===== src/design/acs_pkg.sv =====
// shared types and codes for the accumulator step unit
package acs_pkg;

	// item kinds
	localparam logic CMD_LOAD = 1'b0;
	localparam logic CMD_STEP = 1'b1;

	// instruction opcodes
	localparam logic [3:0] OP_NONE  = 4'd0;
	localparam logic [3:0] OP_LOAD  = 4'd1;
	localparam logic [3:0] OP_ADD   = 4'd2;
	localparam logic [3:0] OP_STORE = 4'd3;
	localparam logic [3:0] OP_SUB   = 4'd4;
	localparam logic [3:0] OP_IN    = 4'd5;
	localparam logic [3:0] OP_OUT   = 4'd6;
	localparam logic [3:0] OP_END   = 4'd7;
	localparam logic [3:0] OP_JMP   = 4'd8;
	localparam logic [3:0] OP_SKIPZ = 4'd9;

	// result status codes
	localparam logic [1:0] ST_OK     = 2'd0;
	localparam logic [1:0] ST_END    = 2'd1;
	localparam logic [1:0] ST_BADOP  = 2'd2;
	localparam logic [1:0] ST_HALTED = 2'd3;

	// program counter after reset
	localparam logic [9:0] START_RESET = 10'd10;

	typedef struct packed {
		logic               cmd;
		logic [9:0]         load_address;
		logic [3:0]         load_opcode;
		logic [9:0]         load_operand;
		logic signed [31:0] in_value;
	} cmd_word_t;

	typedef struct packed {
		logic [1:0]         status;
		logic [9:0]         next_pc;
		logic signed [31:0] acc_value;
		logic               out_valid;
		logic signed [31:0] out_value;
	} rsp_word_t;

	typedef struct packed {
		logic [3:0] opcode;
		logic [9:0] operand;
	} prog_word_t;

endpackage


===== src/design/acs_alu.sv =====
// accumulator update for one executed instruction
module acs_alu
	import acs_pkg::*;
(
	input  logic [3:0]         op,
	input  logic signed [31:0] acc,
	input  logic signed [31:0] mem_value,
	input  logic signed [31:0] in_value,
	output logic signed [31:0] acc_new,
	output logic               out_valid,
	output logic signed [31:0] out_value
);

	// new accumulator, wraps modulo 2^32
	always_comb begin
		case (op)
			OP_LOAD: acc_new = mem_value;
			OP_ADD:  acc_new = acc + mem_value;
			OP_SUB:  acc_new = acc - mem_value;
			OP_IN:   acc_new = in_value;
			default: acc_new = acc;
		endcase
	end

	// report for out
	always_comb begin
		out_valid = (op == OP_OUT);
		out_value = (op == OP_OUT) ? acc : 32'sd0;
	end

endmodule

===== config.mk =====
export PLATFORM = sky130hd
export DESIGN_NAME = acs_alu
export DESIGN_NICKNAME = d
export VERILOG_FILES = /design/src/design/acs_pkg.sv /design/src/design/acs_alu.sv
export SDC_FILE = /design/constraint.sdc
export NUM_CORES = 1
export LEC_CHECK = 0
export BUFFER_PORTS_ARGS = -buffer_cell sky130_fd_sc_hd__buf_4
export CORE_ASPECT_RATIO = 1.5
export CORE_MARGIN = 2
export CORE_UTILIZATION = 45
export DETAILED_ROUTE_END_ITERATION = 8
export PLACE_DENSITY_LB_ADDON = 0.05
export SYNTH_ARGS = -nofsm -noshare
export SYNTH_HDL_FRONTEND = slang
export SYNTH_SLANG_ARGS = --single-unit

===== constraint.sdc =====
create_clock -name vclk -period 4.3
set_input_delay 0.43 -clock vclk [all_inputs]
set_output_delay 0.43 -clock vclk [all_outputs]
set_load 0.01 [all_outputs]

==> metrics.md, run 1 <==
| Metric | Value |
|---|---|
| Run status | `finished with violations` |
| Violated checks | `negative setup slack` |
| Crit path max-delay cell type | `or4b_1` |
| Mapped Nets | `624` |
| Area of the multi-input gates | `3590 um^2` |
| Max Freq | `215 MHz` |
| Hold_ws | `1.16 ns` |
| Total wire length | `15,900 um` |
| WP data required | `3.87 ns` |
| # IOs | `165` |
| Synth-to-Final Area Change | `77.4%` |
| Detail Placement HPWL | `11,600 um` |
| Largest net degree at the start of global routing | `36` |
| WHS Path Cells | `3` |
| Unique masters post-synth | `55` |
| DRT iter0 DRCs | `310` |
| Non-filler cells, final | `846` |
| Hold crit path type | `in2out` |
| Synthesized instance count | `491` |
| Power density cells | `155 nW/um^2` |
| Core footprint | `7230 um^2` |
| Synthesis warning total | `0` |
| Layout Nets | `881` |
| Tcrit/Tclk final | `108%` |
| Grt total ovfl | `0` |
| All-Layer GR Usage | `35.3%` |
| Cell Area, Synth | `3350 um^2` |
| Total power | `0.920 mW` |
| Least-Margin Pin Slew | `1.16 ns` |
| Vias per cell | `6.07` |
| Max-Cap Viols | `0` |
| Antenna fix cells | `0` |
| CLK BUF | `0` |
| Final Worst Setup Slack | `-0.361 ns` |
| Die Ht | `110 um` |
| Crit path buffers/inverters | `4` |
| Cells after DPL | `828` |
| Setup tns final | `-2.34 ns` |
| Sequence of cells on the critical path | `buf_6, or4_4, nor3_4, buf_6, nand3b_1, nand2b_4, nor2_4, buf_6, nor2_1, xnor2_2, ha_4, nand4_1, nor2_2, a311oi_2, o21ai_2, a41oi_2, or4b_1, nand3_2, buf_6` |
| Unrepaired setup endpoints after global routing | `yes` |
| Die W | `74.5 um` |
| Die area | `8170 um^2` |
| Max-slew violations | `0` |
| PortBufs | `165` |
| Initial antenna violation count | `0` |
| Sequential area share after synthesis | `0%` |
| Number of global-route vias before repair | `4,927` |
| Peak supply drop | `0.0978 mV` |
| Routed via count | `5,138` |
| Syn avg cell area | `6.83 um^2` |
| Number of fill cells | `499` |
| CP most frequent cell | `buf_6` |
| Leak | `2.98 nW` |
| Pre-Repair DR Iteration Count | `5` |
| Critical path class | `in2out` |
| Max FO, Critical Path | `8` |
| Initial cell density of the core | `46.4%` |
| Crit path largest cell delay | `0.56 ns` |
| Antenna Nets Post-Route | `0` |
| DR DRC count | `0` |
| Sequential Area | `0 um^2` |
| Delay-heaviest family, CP | `simple AND/OR/NAND/NOR gates` |
| Cell Rows | `38` |
| CP Data Arrival Time | `4.23 ns` |
| First-pass GRT wire length | `22,900 um` |
| CP Capture Type | `primary output` |
| Drt wl/cell | `18.8 um` |
| Share of cells above drive strength 1 | `48.5%` |
| FF+latch count | `0` |
| Stages on the worst setup path | `19` |
| Critical path startpoint category | `input port` |
| Final Setup Violations | `10` |
| Hold Fails Final Rpt | `0` |
| GPL Wtd Cong | `1.08` |
| Slew margin rel. | `22.4%` |
| Minimum clock period | `4.66 ns` |
cells in the mapped netlist (3+ instances only):
| library cell | number | share of area (%) |
|---|---|---|
| nand2b_1 | 6 | 1.1 |
| nand3_1 | 9 | 1.3 |
| xnor2_1 | 35 | 9.1 |
| and2_1 | 35 | 6.5 |
| o41ai_1 | 3 | 0.78 |
| nand2_1 | 54 | 6.0 |
| nor2_1 | 24 | 2.7 |
| o21bai_1 | 3 | 0.67 |
| mux2i_1 | 33 | 9.9 |
| clkbuf_1 | 22 | 2.5 |
| inv_1 | 12 | 1.3 |
| or2_2 | 3 | 0.56 |
| xor2_1 | 25 | 6.5 |
| a21o_1 | 18 | 4.0 |
| nor4_1 | 3 | 0.56 |
| ha_1 | 32 | 12 |
| o31ai_1 | 4 | 0.90 |
| nor3_1 | 13 | 1.9 |
| o21ai_0 | 27 | 4.0 |
| a31oi_1 | 6 | 1.1 |
| buf_2 | 6 | 0.90 |
| nand4_1 | 8 | 1.5 |
| a21oi_1 | 39 | 5.8 |
| o221ai_1 | 27 | 7.1 |
cells by family after synthesis:
family	Yosys count	share of synthesized area [%]
simple gates	173	26.5
mux	33	9.85
buf+inv	41	4.82
fa+ha+maj	33	12.5
xor+xnor	60	15.7
compound gates	151	30.6
where the power goes:
group	internal, mW	switching, mW	total (mW)
combinational	0.464	0.457	0.920
clock	0	0	0
sequential	0	0	0
repair_timing:
action | CTS | global route
gates resized for setup | 34 | 66
setup endpoints to repair | 14 | 18
pin swaps | 12 | 49
hold buffers | 0 | 0
cloned | 0 | 0
buffers inserted | 8 | 13
worst min-delay path, stage by stage:
cell	delay, ns
buf_4	0.09
and2_1	0.11
buf_4	0.11
placed cells by master (no fill, tap or decap), drive strengths merged, types with 2 or more instances in the layout:
| cell | count |
|---|---|
| a221oi | 2 |
| a211oi | 2 |
| nor4 | 3 |
| o31ai | 4 |
| nand2b | 6 |
| buf | 284 |
| nor2b | 2 |
| nand3 | 10 |
| nor3 | 14 |
| nand4 | 8 |
| ha | 32 |
| a221o | 2 |
| a31oi | 7 |
| o21ai | 31 |
| nor2 | 26 |
| or4 | 3 |
| and2 | 35 |
| and3 | 2 |
| a41oi | 2 |
| xor2 | 25 |
| inv | 12 |
| a311oi | 2 |
| a21o | 18 |
| o221ai | 27 |
| nand2 | 55 |
| o22ai | 2 |
| a21oi | 41 |
| or3 | 2 |
| mux2i | 33 |
| o41ai | 3 |
| o21bai | 3 |
| xnor2 | 35 |
| or2 | 3 |
worst paths after layout:
kind / from / end / slack, ns
hold / removal: acc[25] / out_value[25] / 1.16
setup / recovery: mem_value[3] / acc_new[28] / -0.36
layout make-up:
class | instances | share of cell area, %
Tap cell | 100 | 2.10
Timing Repair Buffer | 284 | 36.7
Multi-Input combinational cell | 450 | 60.4
Inverter | 12 | 0.758
through the flow:
step / setup WS, ns / cell area (um^2) / utilization, %
2_1_floorplan: 0.0185 / 3350 / -
3_3_place_gp: -0.302 / 5370 / 74.4
3_5_place_dp: -0.349 / 5370 / 74.4
4_1_cts: -0.159 / 5590 / 77.3
5_1_grt: -0.540 / 5950 / 82.3
6_report: -0.361 / 5950 / 82.3
routing by layer:
layer / GRT usage (%) / routed length, um / up-vias
li1: - / - / 2340
met1: 35.4 / 5250 / 2412
met2: 68.9 / 8500 / 288
met3: 2.20 / 1000 / 98
met4: 20.0 / 1150 / 0
met5: 0 / 0 / -
(Power assumes the default switching activity.)
==> run 2, diff against run 1 <==
Settings changed: CORE_UTILIZATION 45 to 49.
Clock period 4.3 ns to 5.2 ns, I/O delays scaled along.
==> run 2 against run 1 <==
  * The flow now finishes without violations
  * Utilization down 12 points
  * Die area decreased by 7.8%
  * Wire length down 19%
  * Count of clock-buffer cells in the layout unchanged
  * Setup slack better by 0.56 ns
  * Sequential share of layout area stayed put
  * Hold slack better by 0.18 ns
  * Critical endpoint is now acc_new[27]
  * Largest cell class unchanged
  * Largest power group unchanged
==> metrics.md, run 2 (synthesis results as in run 1) <==
| Metric | Value |
|---|---|
| Leak | `2.32 nW (-22%)` |
| CP Data Arrival Time | `4.48 ns (+0.25 ns)` |
| Critical path class | `in2out` |
| Largest net degree at the start of global routing | `35 (-2.8%)` |
| Core footprint | `6580 um^2 (-9.0%)` |
| Most common cell after layout, fill and taps aside | `buf_4` |
| GPL Wtd Cong | `0.964 (-11%)` |
| Share of cells above drive strength 1 | `30.7% (-18 points)` |
| Final Worst Setup Slack | `0.197 ns (+0.559 ns)` |
| Antenna Nets Post-Route | `0 (unchanged)` |
| Design internal power | `0.259 mW (-44%)` |
| First-pass GRT wire length | `20,000 um (-12%)` |
| Hold_ws | `1.35 ns (+0.183 ns)` |
| Routed via count | `4,388 (-15%)` |
| Die W | `71.5 um (-3.9%)` |
| DRT iter0 DRCs | `256 (-17%)` |
| Power density cells | `120 nW/um^2 (-22%)` |
| Peak supply drop | `0.0676 mV (-31%)` |
| Switch Pwr | `0.300 mW (-34%)` |
| Area of the multi-input gates | `3210 um^2 (-11%)` |
| Combinational share of power | `100.0% (about the same)` |
| Max Freq | `200 MHz` |
| CLK BUF | `0 (unchanged)` |
| Die Ht | `105 um (-4.0%)` |
| All-Layer GR Usage | `32.1% (-3.2 points)` |
| Hold-fix buffers, CTS | `0 (unchanged)` |
| Antenna fix cells | `0 (unchanged)` |
| WP data required | `4.68 ns (+0.81 ns)` |
| Pre-Repair DR Iteration Count | `5 (unchanged)` |
| Drt wl/cell | `18.1 um (-3.9%)` |
| Hold Fails Final Rpt | `0 (unchanged)` |
| Sequential Area | `0 um^2 (unchanged)` |
| Max-slew violations | `0 (unchanged)` |
| Commonest cells after routing, fill and taps aside | `173 x buf_4, 54 x nand2_1, 38 x a21oi_1` |
| Tcrit/Tclk final | `96.2%` |
| Layout Nets | `770 (-13%)` |
| Number of fill cells | `590 (+18%)` |
| Switching Share | `53.7% (+4.1 points)` |
| # IOs | `165 (unchanged)` |
| Run status | `finished, final reports clean` |
| Die area | `7530 um^2 (-7.8%)` |
| Total wire length | `12,800 um (-19%)` |
| Least-Margin Pin Slew | `1.09 ns (-0.0776 ns)` |
| CP Capture Type | `primary output` |
| Synth-to-Final Area Change | `38.8%` |
| Final Setup Violations | `0 (-10)` |
| Slew margin rel. | `27.6% (+5.2 points)` |
| Detail Placement HPWL | `10,500 um (-9.5%)` |
| Unrepaired setup endpoints after global routing | `yes` |
| Vias per cell | `6.17 (+1.6%)` |
| Minimum clock period | `5.00 ns` |
| Number of global-route vias before repair | `4,436 (-10%)` |
| FF+latch count | `0 (unchanged)` |
| Max-Cap Viols | `0 (unchanged)` |
| Initial cell density of the core | `51.0% (+4.6 points)` |
| Grt total ovfl | `0 (unchanged)` |
| Cell Rows | `36 (-5.3%)` |
| Clk pwr share | `0% (unchanged)` |
| WHS Path Cells | `3 (unchanged)` |
| Sequential share of power | `0% (unchanged)` |
| DR DRC count | `0 (unchanged)` |
| Critical path startpoint category | `input port` |
| Beginning of the worst hold path | `acc[23]` |
| Initial antenna violation count | `0 (unchanged)` |
| Max FO, Critical Path | `8 (unchanged)` |
| PortBufs | `165 (unchanged)` |
| Hold crit path type | `in2out` |
| Hold Path End | `out_value[23]` |
| Place WS | `0.191 ns (+0.541 ns)` |
-- run 2: cell count changes in the layout (fill, tap and decap cells not counted), moves of 10 or more --
| cell | before | now |
|---|---|---|
| a21oi_1 | 23 | 38 |
| a21oi_2 | 14 | 3 |
| buf_4 | 273 | 173 |
| buf_6 | 10 | 0 |
| o21ai_0 | 12 | 27 |
| o21ai_1 | 16 | 2 |
-- run 2: critical path: stages --
cell,delay (ns)
buf_4,0.13
or4_4,0.56
nor3_4,0.20
nand3b_1,0.13
nand2b_2,0.24
o31ai_2,0.28
xor2_1,0.18
ha_1,0.33
a21o_1,0.21
a31oi_1,0.21
o221ai_1,0.19
a31oi_1,0.24
o21ai_0,0.15
a31oi_2,0.29
o21ai_0,0.19
xnor2_1,0.17
o21ai_1,0.12
buf_4,0.13
-- run 2: power by group through the flow --
| stage | Sequential (mW) | Combinational, mW | Clock (mW) |
|---|---|---|---|
| 6_report | 0 | 0.559 | 0 |
| 3_5_place_dp | 0 | 0.550 | 0 |
| 2_1_floorplan | 0 | 0.341 | 0 |
| 3_3_place_gp | 0 | 0.543 | 0 |
| 5_1_grt | 0 | 0.605 | 0 |
| 4_1_cts | 0 | 0.554 | 0 |
-- run 2: cell type report --
type	count	share of cell area, %
multi-input combinational	450	69.1
timing repair buffer	173	27.9
inverter	12	0.968
tap	76	2.04
-- run 2: what timing repair did --
action | CTS | global route
gates resized for setup | 0 | 5
setup endpoints to repair | 0 | 5
buffers inserted | 0 | 0
-- run 2: metal layers --
layer | global-route usage (%) | wire, um | vias up
met5 | 0 | 0 | -
li1 | - | - | 2112
met2 | 63.9 | 7130 | 201
met3 | 2.58 | 702 | 53
met1 | 31.9 | 4420 | 2022
met4 | 15.5 | 591 | 0
-- run 2: per-stage QoR --
stage               setup TNS [ns]  utilization, %  instance area (um^2)  power [mW]  instances
floorplan                        0               -                  3350       0.341        491
global placement                 0            70.5                  4630       0.543        711
detailed placement               0            70.5                  4630       0.550        711
CTS                              0            70.5                  4630       0.554        711
global route               -0.0447            70.8                  4650       0.605        711
finish                           0            70.8                  4650       0.559        711
-- run 2: how the worst max path moves through the flow --
| stage | from | endpoint | slack [ns] |
|---|---|---|---|
| 2_1_floorplan | op[2] | acc_new[31] | 0.74 |
| 4_1_cts | mem_value[4] | acc_new[28] | 0.18 |
| 5_1_grt | mem_value[4] | acc_new[28] | -0.04 |
| 6_report | mem_value[4] | acc_new[27] | 0.20 |
| 3_3_place_gp | mem_value[4] | acc_new[27] | 0.27 |
| 3_5_place_dp | mem_value[4] | acc_new[28] | 0.19 |
==> run 3, diff against run 2 <==
Settings changed: PLACE_DENSITY set to 0.88, PLACE_DENSITY_LB_ADDON 0.05 to not set, RECOVER_POWER set to 25.
==> run 3 against run 2 <==
  * The run now ends with max-capacitance violations, max-slew violations left
  * Sequential cell count unchanged
  * Wire length shrank 1.4%
  * Critical path depth is 1 higher
  * First-iteration DRC count is 17% lower
  * Final area is 1.1% lower
  * Critical endpoint is now acc_new[28]
==> metrics.md, run 3 (synthesis results as in run 1) <==
| Metric | Value |
|---|---|
| Post-DP Area | `4610 um^2 (-0.49%)` |
| WP data required | `4.68 ns (about the same)` |
| Drt wl/cell | `17.9 um (-0.94%)` |
| Finished Cell Area | `4600 um^2 (-1.1%)` |
| Antenna Nets Post-Route | `0 (unchanged)` |
| Antenna fix cells | `0 (unchanged)` |
| CP Data Arrival Time | `4.45 ns (-0.03 ns)` |
| Critical path startpoint category | `input port` |
| Final core utilization | `70.0% (-0.76 points)` |
| Routed via count | `4,332 (-1.3%)` |
| Highest routed metal layer | `met4` |
| Max FO, Critical Path | `8 (unchanged)` |
| Max-Cap Viols | `1 (+1)` |
| Initial antenna violation count | `0 (unchanged)` |
| Met3 WL | `812 um (+16%)` |
| Violated checks | `max-capacitance violations, max-slew violations` |
| Beginning of the worst hold path | `acc[20]` |
| CLK BUF | `0 (unchanged)` |
| Cells after DPL | `708 (-0.42%)` |
| Detail Placement HPWL | `10,300 um (-1.7%)` |
| Layout Nets | `767 (-0.39%)` |
| FF+latch count | `0 (unchanged)` |
| First-pass GRT wire length | `20,000 um (about the same)` |
| Die area | `7530 um^2 (unchanged)` |
| Place WS | `0.197 ns (+0.00601 ns)` |
| Setup tns final | `0 ns (unchanged)` |
| Peak supply drop | `0.0706 mV (+4.3%)` |
| WHS Path Cells | `3 (unchanged)` |
| Largest net degree at the start of global routing | `35 (unchanged)` |
| Power density cells | `121 nW/um^2 (+1.0%)` |
| Commonest cells after routing, fill and taps aside | `159 x buf_4, 54 x nand2_1, 38 x a21oi_1` |
| Hold Path End | `out_value[20]` |
| Die Ht | `105 um (unchanged)` |
| WL met2 | `6910 um (-3.1%)` |
| Die W | `71.5 um (unchanged)` |
| Sequential Area | `0 um^2 (unchanged)` |
| Most common cell after layout, fill and taps aside | `buf_4` |
| Hold crit path type | `in2out` |
| Vias per cell | `6.12 (-0.86%)` |
| Total power | `0.559 mW (about the same)` |
| Grt total ovfl | `0 (unchanged)` |
| DR DRC count | `0 (unchanged)` |
| Share of cells above drive strength 1 | `29.1% (-1.6 points)` |
| DRT iter0 DRCs | `212 (-17%)` |
| Setup Fix Bufs, Post-CTS | `0 (unchanged)` |
| Max Freq | `201 MHz (+0.71%)` |
| Leak | `2.25 nW (-3.0%)` |
| Minimum clock period | `4.97 ns (-0.0351 ns)` |
| Met1 WL | `4580 um (+3.5%)` |
| Least-Margin Pin Slew | `2.52 ns (+1.44 ns)` |
| All-Layer GR Usage | `31.9% (-0.21 points)` |
| CP Capture Type | `primary output` |
| Run status | `finished with violations` |
| Critical path class | `in2out` |
| Slew margin rel. | `-68.2% (-96 points)` |
| Core footprint | `6580 um^2 (unchanged)` |
| Synth-to-Final Area Change | `37.3%` |
| Hold Fails Final Rpt | `0 (unchanged)` |
| Number of fill cells | `580 (-1.7%)` |
| Cell Rows | `36 (unchanged)` |
| Max-slew violations | `35 (+35)` |
| Final Setup Violations | `0 (unchanged)` |
| Final Worst Setup Slack | `0.232 ns (+0.0351 ns)` |
| Hold_ws | `1.35 ns (-0.00146 ns)` |
| GPL Wtd Cong | `0.952 (-1.3%)` |
| # IOs | `165 (unchanged)` |
| Tcrit/Tclk final | `95.5% (-0.68 points)` |
| Number of global-route vias before repair | `4,370 (-1.5%)` |
| Pre-Repair DR Iteration Count | `5 (unchanged)` |
| Total wire length | `12,700 um (-1.4%)` |
| Non-filler cells, final | `708 (-0.42%)` |
| PortBufs | `165 (unchanged)` |
| Initial cell density of the core | `51.0% (unchanged)` |
run 3: cell count changes in the layout (fill, tap and decap cells not counted), moves of 5 or more:
| cell | delta |
|---|---|
| and2_1 | -5 |
| clkbuf_1 | +11 |
| and2_0 | +5 |
| buf_4 | -14 |
run 3: worst max path at each step:
stage / from / to / slack, ns
4_1_cts: mem_value[4] / acc_new[28] / 0.19
2_1_floorplan: op[2] / acc_new[31] / 0.74
5_1_grt: mem_value[4] / acc_new[28] / -0.01
6_report: mem_value[4] / acc_new[28] / 0.23
3_3_place_gp: mem_value[4] / acc_new[30] / 0.24
3_5_place_dp: mem_value[4] / acc_new[30] / 0.20
run 3: layout make-up:
type               instances  area (um^2)  share of cell area (%)
inverters                 12         45.0                   0.979
multi-input cells        450         3230                    70.1
repair buffers           170         1230                    26.8
well taps                 76         95.1                    2.07
run 3: layer usage:
| layer | track usage, % | vias to the layer above |
|---|---|---|
| met5 | 0 | - |
| met4 | 10.6 | 0 |
| met3 | 2.96 | 30 |
| met2 | 62.6 | 198 |
| met1 | 34.2 | 1999 |
| li1 | - | 2105 |
run 3: worst max-delay path, cell delays in order:
cell and delay [ns]:
buf_4 0.13, or4_4 0.56, nor3_4 0.19, nand2_1 0.10, or3_1 0.36, nor3_2 0.17
nor2_1 0.08, xnor2_1 0.13, ha_2 0.41, a21oi_1 0.08, o21ai_0 0.16, nand4_1 0.11
a31oi_1 0.17, a311oi_1 0.11, o21ai_2 0.22, a41oi_1 0.17, or4b_1 0.54, nand3_1 0.09
buf_4 0.12
run 3: report_power, final:
part | internal [mW] | total, mW | switching [mW]
clock network | 0 | 0 | 0
registers | 0 | 0 | 0
logic | 0.260 | 0.559 | 0.299
run 3: what timing repair did:
item	in CTS	in global routing
gates resized for setup	0	9
hold buffers	0	0
endpoints found under the setup margin	0	6
